`src/hw/rtl/sol_pkg.sv`:
```
`timescale 1ns / 1ps
// ----------------------------------------------------------------------------
// sol_pkg
// Shared types and codes for the self-organizing list.
// ----------------------------------------------------------------------------
package sol_pkg;

  localparam int unsigned KEY_W    = 32;
  localparam int unsigned PAY_W    = 32;
  localparam int unsigned STATUS_W = 2;
  localparam int unsigned POS_W    = 4;
  localparam int unsigned COUNT_W  = 5;
  localparam int unsigned APB_AW   = 3;
  localparam int unsigned APB_DW   = 32;

  localparam logic [APB_AW-1:0] REG_REORDER_MODE = 3'd0;

  localparam logic REQ_INSERT = 1'b0;
  localparam logic REQ_LOOKUP = 1'b1;

  localparam logic MODE_TRANSPOSE = 1'b0;
  localparam logic MODE_TO_FRONT  = 1'b1;

  typedef enum logic [STATUS_W-1:0] {
    STATUS_INSERTED = 2'd0,
    STATUS_FOUND    = 2'd1,
    STATUS_MISSING  = 2'd2,
    STATUS_FULL     = 2'd3
  } status_e;

  typedef enum logic [1:0] {
    ST_IDLE   = 2'b01,
    ST_UPDATE = 2'b10
  } state_e;

  typedef struct packed {
    logic do_insert;
    logic do_lookup;
    logic to_front;
  } cell_ctl_t;

endpackage

```
`src/hw/rtl/sol_cell.sv`:
```
`timescale 1ns / 1ps
// ----------------------------------------------------------------------------
// sol_cell
// One list slot: holds a key and payload, flags a key match and shifts or
// swaps with its neighbors under a broadcast control word.
// ----------------------------------------------------------------------------
module sol_cell (
  input  logic                          clk_i,
  input  logic                          valid_i,
  input  logic                          capture_i,
  input  logic [sol_pkg::KEY_W-1:0]     cmp_key_i,
  input  sol_pkg::cell_ctl_t            ctl_i,
  input  logic                          found_i,
  input  logic                          hit_before_i,
  output logic                          hit_before_o,
  output logic                          first_o,
  input  logic                          next_first_i,
  input  logic [sol_pkg::KEY_W-1:0]     prev_key_i,
  input  logic [sol_pkg::PAY_W-1:0]     prev_pay_i,
  input  logic [sol_pkg::KEY_W-1:0]     next_key_i,
  input  logic [sol_pkg::PAY_W-1:0]     next_pay_i,
  output logic [sol_pkg::KEY_W-1:0]     key_o,
  output logic [sol_pkg::PAY_W-1:0]     pay_o
);

  logic                      match_q;
  logic [sol_pkg::KEY_W-1:0] key_q, key_d;
  logic [sol_pkg::PAY_W-1:0] pay_q, pay_d;

  assign first_o      = match_q & ~hit_before_i;
  assign hit_before_o = hit_before_i | match_q;

  always_comb begin
    key_d = key_q;
    pay_d = pay_q;
    if (ctl_i.do_insert) begin
      key_d = prev_key_i;
      pay_d = prev_pay_i;
    end else if (ctl_i.do_lookup && found_i) begin
      if (ctl_i.to_front) begin
        if (!hit_before_i) begin
          key_d = prev_key_i;
          pay_d = prev_pay_i;
        end
      end else if (first_o) begin
        key_d = prev_key_i;
        pay_d = prev_pay_i;
      end else if (next_first_i) begin
        key_d = next_key_i;
        pay_d = next_pay_i;
      end
    end
  end

  always_ff @(posedge clk_i) begin
    if (capture_i) begin
      match_q <= valid_i & (key_q == cmp_key_i);
    end
    key_q <= key_d;
    pay_q <= pay_d;
  end

  assign key_o = key_q;
  assign pay_o = pay_q;

endmodule

```
`src/hw/rtl/self_organizing_list.sv`:
```
`timescale 1ns / 1ps
// ----------------------------------------------------------------------------
// self_organizing_list
// Bounded keyed list that reorders itself on lookup hits. At acceptance every
// cell compares its key with the request key and registers the match; in the
// update state, once the output register is free, the first hit is resolved
// along the cell chain, the list shifts or swaps in place and the result is
// written to the output register. A new request is taken again in the cycle
// after that, while the previous result may still wait on the output. Inserts
// go to the head and are rejected with a full status when all slots are taken.
// Register 0 (byte address 0) selects transpose (0) or move-to-front (1).
// ----------------------------------------------------------------------------
module self_organizing_list #(
  parameter int unsigned LIST_DEPTH = 16
) (
  input  logic                                clk_i,
  input  logic                                rst_ni,
  input  logic                                psel,
  input  logic                                penable,
  input  logic                                pwrite,
  input  logic [sol_pkg::APB_AW-1:0]          paddr,
  input  logic [sol_pkg::APB_DW-1:0]          pwdata,
  output logic [sol_pkg::APB_DW-1:0]          prdata,
  output logic                                pready,
  input  logic                                in_valid_i,
  output logic                                in_stall_o,
  input  logic                                req_type_i,
  input  logic signed [sol_pkg::KEY_W-1:0]    contact_key_i,
  input  logic [sol_pkg::PAY_W-1:0]           entry_payload_i,
  output logic                                out_valid_o,
  input  logic                                out_stall_i,
  output logic [sol_pkg::STATUS_W-1:0]        status_o,
  output logic [sol_pkg::POS_W-1:0]           hit_position_o,
  output logic [sol_pkg::PAY_W-1:0]           hit_payload_o,
  output logic [sol_pkg::COUNT_W-1:0]         entry_count_o
);

  localparam int unsigned CNT_W = $clog2(LIST_DEPTH + 1);

  sol_pkg::state_e           st_q, st_d;
  logic                      mode_q;
  logic [CNT_W-1:0]          count_q, count_d;
  logic                      req_type_q;
  logic [sol_pkg::KEY_W-1:0] req_key_q;
  logic [sol_pkg::PAY_W-1:0] req_pay_q;

  logic                      out_valid_q;
  logic [sol_pkg::STATUS_W-1:0] status_q;
  logic [sol_pkg::POS_W-1:0] pos_q;
  logic [sol_pkg::PAY_W-1:0] hit_pay_q;
  logic [sol_pkg::COUNT_W-1:0] ecount_q;

  logic in_fire, upd_fire, out_free, full, found;
  logic [sol_pkg::POS_W-1:0] pos_v;
  logic [sol_pkg::PAY_W-1:0] hit_pay_v;
  logic [sol_pkg::PAY_W-1:0] head_pay;
  logic [sol_pkg::STATUS_W-1:0] status_v;
  sol_pkg::cell_ctl_t ctl;

  logic [sol_pkg::KEY_W-1:0] cell_key [LIST_DEPTH];
  logic [sol_pkg::PAY_W-1:0] cell_pay [LIST_DEPTH];
  logic [LIST_DEPTH-1:0]     first;
  logic [LIST_DEPTH:0]       hit_chain;

  assign pready     = 1'b1;
  assign prdata     = (paddr == sol_pkg::REG_REORDER_MODE) ?
                      {{(sol_pkg::APB_DW-1){1'b0}}, mode_q} : '0;
  assign in_stall_o = (st_q == sol_pkg::ST_UPDATE);
  assign in_fire    = in_valid_i & ~in_stall_o;
  assign out_free   = ~out_valid_q | ~out_stall_i;
  assign upd_fire   = (st_q == sol_pkg::ST_UPDATE) & out_free;
  assign full       = (count_q == CNT_W'(LIST_DEPTH));
  assign found      = hit_chain[LIST_DEPTH];

  assign ctl.do_insert = upd_fire & (req_type_q == sol_pkg::REQ_INSERT) & ~full;
  assign ctl.do_lookup = upd_fire & (req_type_q == sol_pkg::REQ_LOOKUP);
  assign ctl.to_front  = (mode_q == sol_pkg::MODE_TO_FRONT);

  assign head_pay = (req_type_q == sol_pkg::REQ_INSERT) ? req_pay_q : hit_pay_v;
  assign hit_chain[0] = 1'b0;

  for (genvar i = 0; i < LIST_DEPTH; i++) begin : g_cell
    logic [sol_pkg::KEY_W-1:0] prev_key, next_key;
    logic [sol_pkg::PAY_W-1:0] prev_pay, next_pay;
    logic                      next_first;

    if (i == 0) begin : g_head
      assign prev_key = req_key_q;
      assign prev_pay = head_pay;
    end else begin : g_body
      assign prev_key = cell_key[i-1];
      assign prev_pay = cell_pay[i-1];
    end

    if (i == LIST_DEPTH - 1) begin : g_tail
      assign next_key   = cell_key[i];
      assign next_pay   = cell_pay[i];
      assign next_first = 1'b0;
    end else begin : g_mid
      assign next_key   = cell_key[i+1];
      assign next_pay   = cell_pay[i+1];
      assign next_first = first[i+1];
    end

    sol_cell u_cell (
      .clk_i        (clk_i),
      .valid_i      (CNT_W'(i) < count_q),
      .capture_i    (in_fire),
      .cmp_key_i    ($unsigned(contact_key_i)),
      .ctl_i        (ctl),
      .found_i      (found),
      .hit_before_i (hit_chain[i]),
      .hit_before_o (hit_chain[i+1]),
      .first_o      (first[i]),
      .next_first_i (next_first),
      .prev_key_i   (prev_key),
      .prev_pay_i   (prev_pay),
      .next_key_i   (next_key),
      .next_pay_i   (next_pay),
      .key_o        (cell_key[i]),
      .pay_o        (cell_pay[i])
    );
  end

  always_comb begin
    pos_v     = '0;
    hit_pay_v = '0;
    for (int i = 0; i < LIST_DEPTH; i++) begin
      if (first[i]) begin
        pos_v     = pos_v | sol_pkg::POS_W'(i);
        hit_pay_v = hit_pay_v | cell_pay[i];
      end
    end
  end

  always_comb begin
    count_d  = count_q;
    status_v = sol_pkg::STATUS_MISSING;
    if (req_type_q == sol_pkg::REQ_INSERT) begin
      if (full) begin
        status_v = sol_pkg::STATUS_FULL;
      end else begin
        status_v = sol_pkg::STATUS_INSERTED;
        count_d  = count_q + CNT_W'(1);
      end
    end else if (found) begin
      status_v = sol_pkg::STATUS_FOUND;
    end
  end

  always_comb begin
    st_d = st_q;
    case (st_q)
      sol_pkg::ST_IDLE:   if (in_fire) st_d = sol_pkg::ST_UPDATE;
      sol_pkg::ST_UPDATE: if (upd_fire) st_d = sol_pkg::ST_IDLE;
      default:            st_d = sol_pkg::ST_IDLE;
    endcase
  end

  always_ff @(posedge clk_i or negedge rst_ni) begin
    if (!rst_ni) begin
      st_q        <= sol_pkg::ST_IDLE;
      mode_q      <= sol_pkg::MODE_TRANSPOSE;
      count_q     <= '0;
      out_valid_q <= 1'b0;
    end else begin
      st_q <= st_d;
      if (psel && penable && pwrite && pready && paddr == sol_pkg::REG_REORDER_MODE) begin
        mode_q <= pwdata[0];
      end
      if (upd_fire) begin
        count_q     <= count_d;
        out_valid_q <= 1'b1;
      end else if (!out_stall_i) begin
        out_valid_q <= 1'b0;
      end
    end
  end

  always_ff @(posedge clk_i) begin
    if (in_fire) begin
      req_type_q <= req_type_i;
      req_key_q  <= $unsigned(contact_key_i);
      req_pay_q  <= entry_payload_i;
    end
    if (upd_fire) begin
      status_q  <= status_v;
      pos_q     <= (status_v == sol_pkg::STATUS_FOUND) ? pos_v : '0;
      hit_pay_q <= (status_v == sol_pkg::STATUS_FOUND) ? hit_pay_v : '0;
      ecount_q  <= sol_pkg::COUNT_W'(count_d);
    end
  end

  assign out_valid_o    = out_valid_q;
  assign status_o       = status_q;
  assign hit_position_o = pos_q;
  assign hit_payload_o  = hit_pay_q;
  assign entry_count_o  = ecount_q;

  a_count_bound: assert property (@(posedge clk_i) disable iff (!rst_ni)
    count_q <= CNT_W'(LIST_DEPTH))
    else $error("entry count exceeds list depth");

  a_stall_after_accept: assert property (@(posedge clk_i) disable iff (!rst_ni)
    in_fire |=> in_stall_o)
    else $error("request accepted while previous one in update");

  a_count_step: assert property (@(posedge clk_i) disable iff (!rst_ni)
    (count_q != $past(count_q)) |-> (count_q == $past(count_q) + CNT_W'(1)))
    else $error("entry count changed by other than one");

  a_one_first: assert property (@(posedge clk_i) disable iff (!rst_ni)
    (st_q == sol_pkg::ST_UPDATE) |-> $onehot0(first))
    else $error("more than one first hit");

endmodule
```
`config.mk`:
```
export PLATFORM = sky130hd
export DESIGN_NAME = self_organizing_list
export DESIGN_NICKNAME = d
export VERILOG_FILES = /design/src/hw/rtl/sol_pkg.sv /design/src/hw/rtl/sol_cell.sv /design/src/hw/rtl/self_organizing_list.sv
export SDC_FILE = /design/constraint.sdc
export NUM_CORES = 2
export LEC_CHECK = 0
export BUFFER_PORTS_ARGS = -buffer_cell sky130_fd_sc_hd__buf_2
export CORE_MARGIN = 2
export CORE_UTILIZATION = 45
export DETAILED_ROUTE_END_ITERATION = 8
export SLEW_MARGIN = 15
export SYNTH_ARGS = -nofsm -noshare
export SYNTH_HDL_FRONTEND = slang
export SYNTH_HIERARCHICAL = 1
export SYNTH_SLANG_ARGS = --single-unit
```
`constraint.sdc`:
```
create_clock -name clk_i -period 9.37 [get_ports clk_i]
set_clock_uncertainty 0.2 [all_clocks]
set_input_delay 0.937 -clock clk_i [delete_from_list [all_inputs] [get_ports clk_i]]
set_output_delay 0.937 -clock clk_i [all_outputs]
set_load 0.005 [all_outputs]
```
==> Yosys cells after proc, flatten, opt, wreduce, memory -nomap -nowiden <==
Cells that the tools add are included.
{ "totals": {"ff_bits": 1157, "in_bits": 107, "wordCells": 471} }
{ "op_classes": {"add_sub_neg": 1, "magnitude_cmp": 16, "eq_ne": 38, "n_mux": 231, "bitwise_logic": 87, "n_reduce_logical": 39} }
{ "op_table": {"columns": ["op", "n"], "rows": [
  ["2-to-1 mux 32 bit", 205],
  ["== test 32 bit", 16],
  ["OR 32 bit", 15],
  ["nonzero test 4 bit", 15],
  ["!= test 3 bit (second input constant)", 15],
  ["AND reduction 3 bit", 15],
  ["less-than comparator 4 x 5 -> 1 bit (first input constant)", 8],
  ["AND 1 bit", 36],
  ["2-to-1 mux 4 bit", 8],
  ["less-than comparator 3 x 5 -> 1 bit (first input constant)", 4],
  ["inverter 1 bit", 20],
  ["OR 1 bit", 16],
  ["2-to-1 mux 2 bit", 7],
  ["2-to-1 mux 3 bit", 4],
  ["less-than comparator 1 x 5 -> 1 bit (first input constant)", 2],
  ["less-than comparator 2 x 5 -> 1 bit (first input constant)", 2],
  ["2-to-1 mux 5 bit", 2],
  ["!= test 2 x 1 -> 1 bit (second input constant)", 3],
  ["adder 5 x 1 -> 5 bit (second input constant)", 1],
  ["== test 5 bit (second input constant)", 1],
  ["== test 2 x 1 -> 1 bit (second input constant)", 2],
  ["logical AND 1 bit", 4],
  ["2-to-1 mux 1 bit", 4],
  ["one-hot mux 2 bit (2 select lines)", 1],
  ["5 further kinds", 6]
]} }

==> Logic depth before layout (Yosys ltp) <==
{ "logic_depth": {"word_depth": 36, "depth_mapped": 23, "ltp_nobuf": 21} }

==> Modules after synthesis <==
Netlist, hierarchy kept.
{ "modules_own_cells": {"columns": ["mod", "instances", "cells_each", "area_per_inst_um2", "seq_area_each_um2"], "rows": [
  ["sol_cell", 16, 187, 3428.3, 1951.9],
  ["self_organizing_list", 1, 688, 7668.6, 3469.6]
]} }

==> Worst setup path after synthesis <==
OpenSTA, ideal clock, no wires.
{ "synth_timing": {"path_type": "flip-flop to flip-flop", "start": "register g_cell[0].u_cell.match_q", "end": "register g_cell[14].u_cell.key_q, in the netlist g_cell[14].u_cell/key_o[0] (enable)", "t_arrival_ns": 6.767, "required_time_ns": 8.772, "slack_ns": 2.005, "stages_incl_launch_ff": 20, "path_buffers": 0, "synth_period_minus_slack_ns": 7.365, "path_cell_list": "edfxtp_1 > or2_2 > or2_2 > or2_2 > or2_2 > or2_2 > or2_2 > or2_2 > or2_2 > or2_2 > or2_2 > or2_2 > or2_2 > or2_2 > or2_2 > or2_2 > nor2b_4 > inv_1 > o22ai_1 > a31o_2"} }
{ "synth_via": {"elab_chain_len": 18, "elab_cells_between_ends": 24} }
{ "synth_lines": {"columns": ["item", "line", "source"], "rows": [
  ["from (decl)", "sol_cell.sv:26", "logic match_q;"],
  ["from (signal assigned)", "sol_cell.sv:57", "match_q <= valid_i & (key_q == cmp_key_i);"],
  ["OR 1 bit", "sol_cell.sv:31", "assign hit_before_o = hit_before_i | match_q;"],
  ["via hit_chain[2]", "self_organizing_list.sv:63", "logic [LIST_DEPTH:0] hit_chain;"],
  ["OR 1 bit", "sol_cell.sv:31", null],
  ["via hit_chain[3]", "self_organizing_list.sv:63", null],
  ["OR 1 bit", "sol_cell.sv:31", null],
  ["via hit_chain[4]", "self_organizing_list.sv:63", null],
  ["OR 1 bit", "sol_cell.sv:31", null],
  ["via hit_chain[5]", "self_organizing_list.sv:63", null],
  ["[... 1 more ...]", null, null],
  ["via hit_chain[6]", "self_organizing_list.sv:63", null],
  ["[... 1 more ...]", null, null],
  ["via hit_chain[7]", "self_organizing_list.sv:63", null],
  ["[... 1 more ...]", null, null],
  ["via hit_chain[8]", "self_organizing_list.sv:63", null],
  ["[... 1 more ...]", null, null],
  ["via hit_chain[9]", "self_organizing_list.sv:63", null],
  ["[... 1 more ...]", null, null],
  ["via hit_chain[10]", "self_organizing_list.sv:63", null],
  ["[... 1 more ...]", null, null],
  ["via hit_chain[11]", "self_organizing_list.sv:63", null],
  ["[... 1 more ...]", null, null],
  ["via hit_chain[12]", "self_organizing_list.sv:63", null],
  ["[... 1 more ...]", null, null],
  ["via hit_chain[13]", "self_organizing_list.sv:63", null],
  ["[... 1 more ...]", null, null],
  ["via hit_chain[14]", "self_organizing_list.sv:63", null],
  ["OR 1 bit", "sol_cell.sv:31", null],
  ["via hit_chain[15]", "self_organizing_list.sv:63", null],
  ["inverter 1 bit", "sol_cell.sv:30", "assign first_o = match_q & ~hit_before_i;"],
  ["AND 1 bit", "sol_cell.sv:30", null],
  ["via first[15]", "self_organizing_list.sv:62", "logic [LIST_DEPTH-1:0] first;"],
  ["nonzero test 4 bit (no source line)", null, null],
  ["AND reduction 3 bit (no source line)", null, null],
  ["to (signal assigned)", "sol_cell.sv:59", "key_q <= key_d;"],
  ["to (decl)", "sol_cell.sv:27", "logic [sol_pkg::KEY_W-1:0] key_q, key_d;"]
]} }
The timed path passes the listed nets, and every way through them passes these cells.
A chain may end at the register's enable or synchronous reset.

==> flow_metrics.py <==
metrics = {
    "detailed_routing": {
        "first_pass_iters": 5,
        "ant_nets": 0,
        "viasPerCell": 6.04,
        "drt_iter0_markers": 3554,
        "drc_errors": 0,
        "drt_wl_total_um": 175000,
        "wire_per_inst_um": 30.7,
        "num_vias": 34500,
    },
    "final_layout": {
        "final_common_cell": "edfxtp_1",
        "most-common-layout-cells": "1,148 x edfxtp_1, 960 x mux2_4, 497 x xor2_1",
        "num-fill-cells": 11600,
        "multi_input_area_um2": 25200,
        "fin_nets": 3924,
        "stdcell_count": 5715,
        "regArea_um2": 34700,
        "fin_util_pct": 49.1,
        "drive_gt1_share_pct": 37.4,
        "area_delta_synth_final_pct": 8.08,
    },
    "placement": {
        "gp_congestion": 0.811,
        "dp_cells": 5473,
        "place_worst_setup_slack_ns": 1.28,
        "port-buffer-count": 121,
        "post-dp-hpwl_um": 104000,
    },
    "sta": {
        "post-route-period-util_pct": 87.6,
        "worst_pin_slew_ns": 1.22,
        "maxSlewViolCount": 0,
        "clock.fmax_mhz": 122,
        "tns_ns": 0,
        "rsz0062_at_grt": "no",
        "period_needed_ns": 8.21,
        "finalHoldViolations": 0,
        "layout_setup_ws_ns": 1.16,
        "holdWs_ns": 0.137,
        "slew_headroom_pct": 18.5,
        "setup_viol": 0,
    },
    "global_route": {
        "grt_pass1_vias": 34900,
        "grt_max_degree": 65,
        "grt_overflow": 0,
        "grt_pass1_wl_um": 250000,
        "gr-usage-all-layers_pct": 24.3,
        "antenna_found_initial": 12,
    },
    "clocking": {
        "cts.sinks": 1157,
        "postCtsSetupRepairBufs": 0,
        "cts_buffer_depth": 3,
        "path_clk_slew_ns": 0.06,
        "htree_levels": 4,
        "cts_tree": "yes",
        "cts_root_buf": "clkbuf_16",
        "clk_latency_ns": 0.78,
        "cts_made_buffers": 133,
        "cts_resized": 0,
        "ctsHoldBuffers": 1,
    },
    "worst_setup_path": {
        "start_kind": "register",
        "crit_top_cell": "or2_2",
        "critPathTopFamily": "simple AND/OR/NAND/NOR gates",
        "path_class": "register to register",
        "crit_path_top_delay_cell": "buf_4",
        "crit_fanout": 64,
        "crit_chain": "or2_2 > or2_2 > or2_2 > or2_2 > or2_2 > or2_2 > or2_2 > or2_2 > or2_2 > or2_2 > or2_2 > or2_2 > or2_2 > or2_2 > or2_2 > nor2b_4 > buf_4 > or3_4 > buf_12 > mux2_2",
        "required_ns": 9.68,
        "crit_buf_inv": 2,
        "max_stage_delay_ns": 0.66,
        "end_kind": "register",
        "arrival_ns": 8.51,
    },
    "logic_synthesis": {
        "yosysWarnings": 6,
        "syn_area_per_cell_um2": 17.0,
        "ys_ff_latch": 1157,
        "ys.flop_type": "edfxtp_1",
        "netlist.area_leader.share_pct": 55.1,
        "synth_top_area_cell": "edfxtp_1",
        "synthArstFlopShare_pct": 0.778,
        "synth-edff-count": 1148,
        "synth_cells": 3680,
        "ys_top_cells_by_area": "edfxtp_1 55%, mux2_4 23%, xor2_1 7.0%, buf_12 3.1%, a221oi_1 1.8%",
        "yosysSeqAreaShare_pct": 55.5,
        "yosysUniqueCellTypes": 44,
        "syn_area_um2": 62500,
    },
    "power": {
        "power_switching_mw": 3.66,
        "sequentialPowerShare_pct": 44.4,
        "p_comb_share_pct": 18.9,
        "p_int_mw": 10.2,
        "ir_drop_uv": 227,
        "power_frac_clock_pct": 36.7,
        "switching_share_pct": 26.4,
        "p_leak_nw": 24.8,
        "powerDensity_nw_per_um2": 206,
    },
    "min_path": {
        "worst_hold_path_type": "input pin to register",
    },
    "floorplan": {
        "die_h_um": 377,
        "dieArea_um2": 142000,
        "initial_core_util_pct": 45.4,
        "ios": 185,
        "coreArea_um2": 138000,
        "die_x_um": 377,
        "rows": 136,
    },
    "job": {
        "maxCapViolCount": 0,
    },
    "status": {
        "outcome": "finished, final reports clean",
    },
}
## cells by family (layout without fill, tap and decap cells)
family          count (synthesis)  count (layout)  synth area share, %
flops                        1157            1157                 55.5
compound gates                337             337                 4.39
mux                          1028            1028                 24.3
fa+ha+maj                       2               2               0.0400
xor+xnor                      518             518                 7.26
simple gates                  394             394                 3.76
buf+inv                       242             448                 4.76
other cells                     2              37               0.0120
## area by class of cell
type | instances | area share (%)
Timing Repair Buffer | 186 | 1.70
Inverter | 22 | 0.122
Antenna cell | 1 | 0.00370
Clock inverter | 73 | 0.985
Multi-Input combinational cell | 2315 | 37.3
Clock buffer | 167 | 5.21
Sequential cell | 1157 | 51.4
Tap cell | 1794 | 3.32
## metrics by stage
step / total power, mW / instance area, um2
after CTS: 14.0 / 67600
after global routing: 14.3 / 67600
after floorplan: 8.52 / 62600
final: 13.9 / 67600
after global placement: 8.84 / 63400
after detailed placement: 8.88 / 63400
## power by group through the flow
stage	clock network (mW)	registers (mW)	logic (mW)
2_1_floorplan	0	6.23	2.29
3_3_place_gp	0	6.27	2.57
5_1_grt	5.39	6.19	2.71
4_1_cts	5.20	6.17	2.61
3_5_place_dp	0	6.27	2.61
6_report	5.10	6.17	2.63
## sequential cells by signal, indices dropped and copies added (netlist names), 2 cells and up
signal                 count
hit_position_o             4
g_cell.prev_key           32
hit_payload_o             32
entry_count_o              5
st_q                       2
req_pay_q                 32
g_cell.u_cell/key_o      512
count_q                    5
g_cell.u_cell/match_q     16
g_cell.u_cell/pay_o      512
status_o                   2
## cell usage after synthesis, types with 2 or more instances
library cell,count
a31o_2,16
dfrtp_1,8
nor2b_4,16
nor2_1,85
or2_2,16
nor3_1,33
buf_4,37
and4_1,32
mux2_4,960
nand2_1,14
and2_1,2
buf_12,96
conb_1,2
or3_1,16
a221oi_1,128
mux2_2,67
nand2b_1,4
nand4_1,18
a21oi_1,37
o31ai_1,2
edfxtp_1,1148
buf_2,23
nand3_1,33
ha_1,2
xnor2_1,21
clkbuf_1,19
inv_1,22
xor2_1,497
nand3b_1,2
o21ai_0,5
o22ai_1,16
o21bai_1,3
nor4_1,118
buf_6,45
a22o_1,128
## routing by layer
layer / up-vias / wire length (um) / track usage [%]
met1: 17900 / 74300 / 33.4
met5: - / 0 / 0
met2: 1622 / 81600 / 39.2
met3: 408 / 14100 / 4.73
met4: 0 / 5200 / 7.02
li1: 14600 / - / -
## final timing paths
check,slack (ns),end,startpoint,cells after the start
setup / recovery,1.16,g_cell[15].u_cell/key_o[31],g_cell[0].u_cell/match_q,20
hold / removal,0.14,req_pay_q[13],entry_payload_i[13],1
setup reg to reg,1.16,g_cell[15].u_cell/key_o[31],g_cell[0].u_cell/match_q,20
hold reg to reg,0.34,g_cell[0].u_cell/key_o[30],g_cell[0].prev_key[30],1
max in group asynchronous,8.26,st_q[0],rst_ni,2
min in group asynchronous,0.41,st_q[1],rst_ni,2
(Power assumes the default switching activity.)
